File: config.mk
export PLATFORM = sky130hd
export DESIGN_NAME = rgb_to_hsv_conversion
export DESIGN_NICKNAME = d
export VERILOG_FILES = /design/src/hdl/rhc_pkg.sv /design/src/hdl/rgb_to_hsv_conversion.sv
export VERILOG_INCLUDE_DIRS = /design/src /design/src/hdl
export SDC_FILE = /design/constraint.sdc
export NUM_CORES = 1
export LEC_CHECK = 0
export ABC_AREA = 1
export BUFFER_PORTS_ARGS = -buffer_cell sky130_fd_sc_hd__buf_4
export CORE_UTILIZATION = 40
export DETAILED_ROUTE_END_ITERATION = 8
export PLACE_DENSITY_LB_ADDON = 0.25
export SLEW_MARGIN = 20
export SYNTH_ARGS = -nofsm -noshare
export SYNTH_HDL_FRONTEND = slang
export SYNTH_SLANG_ARGS = --single-unit
File: constraint.sdc
create_clock -name i_clk -period 10 [get_ports i_clk]
set_clock_uncertainty 0.1 [all_clocks]
set_input_delay 1 -clock i_clk [delete_from_list [all_inputs] [get_ports i_clk]]
set_output_delay 1 -clock i_clk [all_outputs]
set_load 0.05 [all_outputs]
File: src/hdl/rgb_to_hsv_conversion_defines.svh
// assertion macros for the rgb to hsv converter
`ifndef RGB_TO_HSV_CONVERSION_DEFINES_SVH
`define RGB_TO_HSV_CONVERSION_DEFINES_SVH

`ifndef SYNTH

// property checked on every rising clock edge outside reset
`define RHC_ASSERT(label, prop) \
    label: assert property (@(posedge i_clk) disable iff (!i_rst_n) prop) \
        else $error("rgb_to_hsv_conversion: assertion failed");

// property that also covers the reset cycles
`define RHC_ASSERT_RST(label, prop) \
    label: assert property (@(posedge i_clk) prop) \
        else $error("rgb_to_hsv_conversion: reset assertion failed");

`else

`define RHC_ASSERT(label, prop)
`define RHC_ASSERT_RST(label, prop)

`endif

`endif

File: src/hdl/rhc_pkg.sv
// types and constants shared by the rgb to hsv converter
package rhc_pkg;

    // field widths of one beat on each side
    localparam int IN_BITS     = 8;
    localparam int HUE_BITS    = 15;
    localparam int SAT_BITS    = 9;
    localparam int BRIGHT_BITS = 8;

    // default width of one color component inside the block
    localparam int COMPONENT_BITS_DEF = 8;

    // hue quotient is at most 3840, saturation quotient at most 256
    localparam int HUE_Q_BITS = 12;

    // saturation is delta/max in q1.8
    localparam int SAT_FRAC = 8;

    // hue slope 3840 = 2^12 - 2^8
    localparam int HUE_SLOPE_HI = 12;
    localparam int HUE_SLOPE_LO = 8;

    // sector bases and full turn in 1/64 degree
    localparam logic [HUE_BITS-1:0] HUE_SECTOR = 15'd7680;
    localparam logic [HUE_BITS-1:0] HUE_FULL   = 15'd23040;

    // which component holds the maximum
    typedef enum logic [1:0] {
        SECT_RED   = 2'd0,
        SECT_GREEN = 2'd1,
        SECT_BLUE  = 2'd2
    } t_hue_sector;

    // input beat
    typedef struct packed {
        logic [IN_BITS-1:0] red;
        logic [IN_BITS-1:0] green;
        logic [IN_BITS-1:0] blue;
    } t_rgb_pixel;

    // output beat
    typedef struct packed {
        logic [HUE_BITS-1:0]    hue;
        logic [SAT_BITS-1:0]    saturation;
        logic [BRIGHT_BITS-1:0] brightness;
        logic                   hue_undefined;
    } t_hsv_pixel;

endpackage

File: src/hdl/rgb_to_hsv_conversion.sv
// Converts a stream of rgb pixels to hue, saturation and value. One pixel
// is taken per clock and one result leaves per clock while the receiver
// does not stall. The pipeline is set by the two restoring
// dividers (saturation delta/max and hue 3840*diff/delta) that run side by
// side over 12 stages, one quotient bit per stage, between an input register,
// a min/max stage, a numerator stage and an output register. Each stage holds
// its beat when the stage after it is full and stalled, so bubbles are squeezed
// out and input is stalled only when every stage holds a pixel.
`include "rgb_to_hsv_conversion_defines.svh"

module rgb_to_hsv_conversion #(
    parameter int COMPONENT_BITS = rhc_pkg::COMPONENT_BITS_DEF
) (
    input  logic                i_clk,
    input  logic                i_rst_n,
    input  logic                i_valid,
    output logic                o_stall,
    input  rhc_pkg::t_rgb_pixel i_rgb,
    output logic                o_valid,
    input  logic                i_stall,
    output rhc_pkg::t_hsv_pixel o_hsv
);

    localparam int W  = COMPONENT_BITS;
    localparam int IW = (W < rhc_pkg::IN_BITS) ? W : rhc_pkg::IN_BITS;
    localparam int EW = (W > rhc_pkg::BRIGHT_BITS) ? W : rhc_pkg::BRIGHT_BITS;
    localparam int DQ = rhc_pkg::HUE_Q_BITS;
    localparam int RW = W + DQ;
    localparam int NS = DQ + 4;

    // stage valid bits and load enables
    logic [NS-1:0] r_v;
    logic [NS:0]   ld;

    // stage 0: input register
    logic [W-1:0] r0_r, r0_g, r0_b;

    // stage 1: max, min, sector and hue difference
    logic [W-1:0]         r1_mx, r1_del, r1_mag;
    rhc_pkg::t_hue_sector r1_sec;
    logic                 r1_neg;
    logic [W-1:0]         n1_mx, n1_mn, n1_mag, n1_a, n1_b;
    rhc_pkg::t_hue_sector n1_sec;
    logic                 n1_neg;

    // divider stages: index 0 holds the numerators, index DQ the quotients
    logic [RW-1:0]        r_hrem [DQ+1];
    logic [RW-1:0]        r_srem [DQ+1];
    logic [DQ-1:0]        r_hq   [DQ+1];
    logic [DQ-1:0]        r_sq   [DQ+1];
    logic [W-1:0]         r_dmx  [DQ+1];
    logic [W-1:0]         r_ddel [DQ+1];
    rhc_pkg::t_hue_sector r_dsec [DQ+1];
    logic                 r_dneg [DQ+1];

    // output stage
    rhc_pkg::t_hsv_pixel r_out;
    rhc_pkg::t_hsv_pixel n_out;

    // load chain: a stage loads when empty or when the next one loads
    assign ld[NS] = !i_stall;
    for (genvar s = 0; s < NS; s++) begin : g_ld
        assign ld[s] = !r_v[s] || ld[s+1];
    end

    assign o_stall = !ld[0];
    assign o_valid = r_v[NS-1];
    assign o_hsv   = r_out;

    // valid bits travel with the data
    always_ff @(posedge i_clk) begin
        if (!i_rst_n) begin
            r_v <= '0;
        end else begin
            if (ld[0]) begin
                r_v[0] <= i_valid;
            end
            for (int s = 1; s < NS; s++) begin
                if (ld[s]) begin
                    r_v[s] <= r_v[s-1];
                end
            end
        end
    end

    // stage 0: components taken in their low bits
    always_ff @(posedge i_clk) begin
        if (ld[0]) begin
            r0_r <= W'(i_rgb.red[IW-1:0]);
            r0_g <= W'(i_rgb.green[IW-1:0]);
            r0_b <= W'(i_rgb.blue[IW-1:0]);
        end
    end

    // stage 1: max with red over green over blue on ties, min, diff sign
    always_comb begin
        n1_mx  = r0_r;
        n1_sec = rhc_pkg::SECT_RED;
        if (r0_g > n1_mx) begin
            n1_mx  = r0_g;
            n1_sec = rhc_pkg::SECT_GREEN;
        end
        if (r0_b > n1_mx) begin
            n1_mx  = r0_b;
            n1_sec = rhc_pkg::SECT_BLUE;
        end
        n1_mn = r0_r;
        if (r0_g < n1_mn) begin
            n1_mn = r0_g;
        end
        if (r0_b < n1_mn) begin
            n1_mn = r0_b;
        end
        case (n1_sec)
            rhc_pkg::SECT_RED: begin
                n1_a = r0_g;
                n1_b = r0_b;
            end
            rhc_pkg::SECT_GREEN: begin
                n1_a = r0_b;
                n1_b = r0_r;
            end
            default: begin
                n1_a = r0_r;
                n1_b = r0_g;
            end
        endcase
        n1_neg = n1_a < n1_b;
        n1_mag = n1_neg ? (n1_b - n1_a) : (n1_a - n1_b);
    end

    always_ff @(posedge i_clk) begin
        if (ld[1]) begin
            r1_mx  <= n1_mx;
            r1_del <= n1_mx - n1_mn;
            r1_sec <= n1_sec;
            r1_neg <= n1_neg;
            r1_mag <= n1_mag;
        end
    end

    // stage 2: numerators, hue slope as two shifts
    always_ff @(posedge i_clk) begin
        if (ld[2]) begin
            r_hrem[0] <= (RW'(r1_mag) << rhc_pkg::HUE_SLOPE_HI)
                       - (RW'(r1_mag) << rhc_pkg::HUE_SLOPE_LO);
            r_srem[0] <= RW'(r1_del) << rhc_pkg::SAT_FRAC;
            r_hq[0]   <= '0;
            r_sq[0]   <= '0;
            r_dmx[0]  <= r1_mx;
            r_ddel[0] <= r1_del;
            r_dsec[0] <= r1_sec;
            r_dneg[0] <= r1_neg;
        end
    end

    // divider stages: one restoring step of each divider per stage
    for (genvar j = 0; j < DQ; j++) begin : g_div
        localparam int SH = DQ - 1 - j;
        logic [RW-1:0] hdiv, sdiv;
        logic          htake, stake;

        always_comb begin
            hdiv  = RW'(r_ddel[j]) << SH;
            sdiv  = RW'(r_dmx[j]) << SH;
            htake = r_hrem[j] >= hdiv;
            stake = r_srem[j] >= sdiv;
        end

        always_ff @(posedge i_clk) begin
            if (ld[3+j]) begin
                r_hrem[j+1] <= htake ? (r_hrem[j] - hdiv) : r_hrem[j];
                r_srem[j+1] <= stake ? (r_srem[j] - sdiv) : r_srem[j];
                r_hq[j+1]   <= {r_hq[j][DQ-2:0], htake};
                r_sq[j+1]   <= {r_sq[j][DQ-2:0], stake};
                r_dmx[j+1]  <= r_dmx[j];
                r_ddel[j+1] <= r_ddel[j];
                r_dsec[j+1] <= r_dsec[j];
                r_dneg[j+1] <= r_dneg[j];
            end
        end
    end

    // output stage: sector base, sign, wrap and the black and grey cases
    logic [rhc_pkg::HUE_BITS-1:0] hbase, hq_ext, hval;
    logic [EW-1:0]                mx_ext;

    always_comb begin
        case (r_dsec[DQ])
            rhc_pkg::SECT_RED:   hbase = '0;
            rhc_pkg::SECT_GREEN: hbase = rhc_pkg::HUE_SECTOR;
            default:             hbase = rhc_pkg::HUE_SECTOR << 1;
        endcase
        hq_ext = rhc_pkg::HUE_BITS'(r_hq[DQ]);
        if (!r_dneg[DQ]) begin
            hval = hbase + hq_ext;
        end else if (hbase >= hq_ext) begin
            hval = hbase - hq_ext;
        end else begin
            hval = hbase + rhc_pkg::HUE_FULL - hq_ext;
        end
        mx_ext = EW'(r_dmx[DQ]);

        n_out.brightness    = mx_ext[rhc_pkg::BRIGHT_BITS-1:0];
        n_out.hue           = '0;
        n_out.saturation    = '0;
        n_out.hue_undefined = 1'b0;
        if (r_dmx[DQ] != '0) begin
            n_out.saturation = r_sq[DQ][rhc_pkg::SAT_BITS-1:0];
            if (r_ddel[DQ] == '0) begin
                n_out.hue_undefined = 1'b1;
            end else begin
                n_out.hue = hval;
            end
        end
    end

    always_ff @(posedge i_clk) begin
        if (ld[NS-1]) begin
            r_out <= n_out;
        end
    end

    // checks on the datapath and the load chain
    `RHC_ASSERT(a_hue_range, o_valid |-> (o_hsv.hue < rhc_pkg::HUE_FULL))
    `RHC_ASSERT(a_sat_range, o_valid |-> (o_hsv.saturation <= 9'd256))
    `RHC_ASSERT(a_grey_zero,
        (o_valid && o_hsv.hue_undefined) |-> (o_hsv.hue == '0 && o_hsv.saturation == '0))
    `RHC_ASSERT(a_delta_le_max, r_v[1] |-> (r1_del <= r1_mx))
    `RHC_ASSERT(a_stall_full, o_stall |-> (r_v[0] && r_v[NS-1] && i_stall))
    `RHC_ASSERT_RST(a_reset_empty, !i_rst_n |=> !o_valid)

endmodule

==> results by group <==
Clock tree
  • TritonCTS Buffers: 86
  • Setup bufs post-CTS: 0
  • Clock latency on the worst-skew pair: 660 ps
  • CTS max path bufs: 3
  • Hold Buf Count CTS: 0
  • Post-CTS Resized: 0
  • Reg clk slew, reported paths: 60 ps
  • Clk sink count: 796
  • H-Tree Depth: 3
  • CTS Root Cell: clkbuf_16
  • CTS tree: yes

Pwr
  • Peak supply drop: 0.1474 mV
  • Pwr Density: 358.3 nW/um^2
  • Leak Pwr: 0.01907 uW

STA
  • Slew of the pin with the lowest slew margin: ~1000 ps
  • RSZ-0062 raised after global routing: false
  • Tmin final: 6462 ps
  • Fin Hold WS: 307.8 ps
  • Slew Viols, Final: 0
  • Final setup vio count: 0
  • Setup TNS Final: 0 ps
  • Slew HR: a little under a third
  • Final period util: about 65%
  • Final Hold Vio Count: 0
  • Fmax: 154.7 MHz

Setup path
  • Worst r2r src: r0_g[5]
  • CP Launch Point: r0_g[5]
  • Arrival @ worst endpoint: 6780 ps
  • Startpoint types: flip-flop
  • CP Max Fanout: 20
  • CP Data Required Time: between 10,000 and 15,000 ps
  • Crit Path Category: flip-flop to flip-flop
  • Worst Setup End Kind: flip-flop

Yosys
  • Post-synthesis sequential area ratio: 58.97%
  • Most used DFF post-synth: edfxtp_1
  • Syn_nets: roughly 4,000
  • Synth async-reset ratio: 0%
  • Adder-Cell Fraction of Synth Area: 9.142%
  • Cell Area, Synth: slightly above 40,000 sq um
  • Synth Area in Simple Gates: approximately an eighth
  • Combinational family with the most area after synthesis: simple AND/OR/NAND/NOR gates
  • Avg Inst Size Synth: between 10 and 15 sq um
  • Multiplexer share of the synthesized area: 0.04972%
  • Area share of xor/xnor cells in the synthesized design: under 10%
  • Yosys cell types: 65
  • Complex-gate fraction of the synthesized area: 8.198%
  • Post-synth EDFFs: 780
  • Synth Instances: ~3,700
  • Ys Warns: 0
  • #FFs+latches synth: ~800

Finish
  • Diode count: 0
  • Most common library cell in the layout ignoring fill and taps: edfxtp_1
  • Fill count: just over 9,000
  • Share of cells above drive strength 1: under 10%
  • Fin util: 45.17%
  • Nets: 4,123
  • Most frequent cells in the layout: edfxtp_1 (780), inv_1 (580), nand2_1 (576)
  • Syn-to-layout area delta: 12.02%

Drt
  • Via count: 24,820
  • Drt pass-1 iters: 7
  • Routed Wire Length: around 69,000 microns
  • WL/cell: 13.25 microns
  • # DRC: 0
  • Iter 0 DRT Violations: 947
  • Routed Antenna Nets: 0
  • Via-to-Cell Ratio: 4.786

Global routing
  • Global route total overflow: 0
  • Vias in the first global route: 24,750
  • First-pass GRT wire length: 115,500 microns
  • All-Layer GR Usage: 13.70%
  • Largest net degree at the start of global routing: 67
  • Initial antenna violation count: 0

Floorplanning
  • CORE AREA: ~100,000 sq um
  • Row cnt: 116
  • Die area: 101,900 sq um
  • # IOs: 63
  • Die Wd: 319.3 microns
  • Die H: roughly 320 microns
  • Starting Density: about two fifths

Place
  • Port bufs: 62
  • Final RePlAce weighted congestion: between 0.8 and 0.9
  • HPWL Detailed: roughly 52,000 microns

Status
  • Status: finished clean

Min path
  • Hold Crit Class: flip-flop to flip-flop
  • Hold Startpoint: r_sq[6][1]

Run
  • Max Cap Viol: 0
-- final timing paths --
kind	endpoint	cells after the start	slack (ps)
hold / removal	r_sq[7][2]	0	310
setup reg to reg	r1_mag[7]	27	3540
setup / recovery	r1_mag[7]	27	3540
hold reg to reg	r_sq[7][2]	0	310
-- kinds of logic after synthesis --
| kind of cell | count (synthesis) |
|---|---|
| and+or+nand+nor | 1173 |
| DFF | 796 |
| buffers and inverters | 627 |
| AOI/OAI and AO/OA | 585 |
| adders and majority gates | 278 |
| xor gates and xnor gates | 235 |
| muxes | 2 |
-- flip-flops by register name, indices dropped and copies added, names as in the netlist, 13 cells and up --
signal,cells
o_hsv,33
r_ddel,96
r_dmx,104
r_dneg,13
r_dsec,26
r_hq,78
r_hrem,172
r_sq,45
r_srem,162
r_v,16
-- worst max-delay path, stage by stage, from the launching register on --
cell and delay, ps:
edfxtp_1 470, ha_1 340, nand2_1 50, nor2_1 150, nand2_1 110, nand2_2 250
nand2_1 350, o21ai_0 520, ha_1 190, nand2_1 60, nor2_1 130, nand2_1 70
o211ai_1 80, nand2_1 390, nand3_1 310, inv_1 250, a221oi_1 540, inv_1 170
fa_1 470, nor2_1 110, nor3_1 60, o21ai_1 210, a21oi_1 130, o21bai_4 260
mux2i_1 260, inv_1 60, nand2_1 50, nand2_1 40
-- cell type report --
class                      count  area [sq um]  share of cell area [%]
tap                         1298          1624                   3.601
inverter                     590          2215                   4.910
clock buffer                 105          2317                   5.138
timing repair buffer          70         525.5                   1.165
multi-input combinational   2273         14170                   31.41
clock inverter                53         509.2                   1.129
sequential                   796         23740                   52.64
-- routing by layer --
layer	share of wire (%)	track usage [%]	wire [microns]	vias up
li1	-	-	-	12930
met1	40	14.66	27740	11450
met2	53	26.42	36600	295
met3	3.0	2.299	2037	147
met4	3.3	5.395	2299	0
met5	0	0	0	-
-- cells in the mapped netlist (all sizes together) (17+ instances only) --
| master | n | share of area (%) |
|---|---|---|
| nand4 | 41 | 0.69 |
| nor2 | 314 | 3.1 |
| o21ai | 251 | 3.2 |
| buf | 20 | 0.28 |
| or2 | 21 | 0.33 |
| ha | 251 | 7.8 |
| inv | 588 | 5.5 |
| nand3 | 116 | 1.5 |
| nand2 | 589 | 5.5 |
| nor4 | 20 | 0.31 |
| a21oi | 213 | 2.7 |
| nor3 | 55 | 0.78 |
| fa | 27 | 1.3 |
| edfxtp | 780 | 58 |
| clkbuf | 17 | 0.16 |
| xnor2 | 93 | 2.0 |
| a221oi | 18 | 0.39 |
| xor2 | 142 | 3.1 |
-- report_power, final --
part	leakage, uW	switching [uW]	internal [uW]	total (uW)
sequential	0.00818	809	5700	6510
combinational	0.00951	3840	2680	6530
clock	0.00139	1270	1860	3130
-- through the flow --
step,total power (uW),std cells,area (sq um),worst slack (ps)
global placement,13000,5027,42270,3481
finish,16160,5185,45100,3538
detailed placement,13150,5027,42270,3484
floorplan,11620,3696,40260,2676
CTS,16350,5185,45100,3462
global route,17580,5185,45100,2791
No activity file was read; power rests on OpenSTA's default activity.
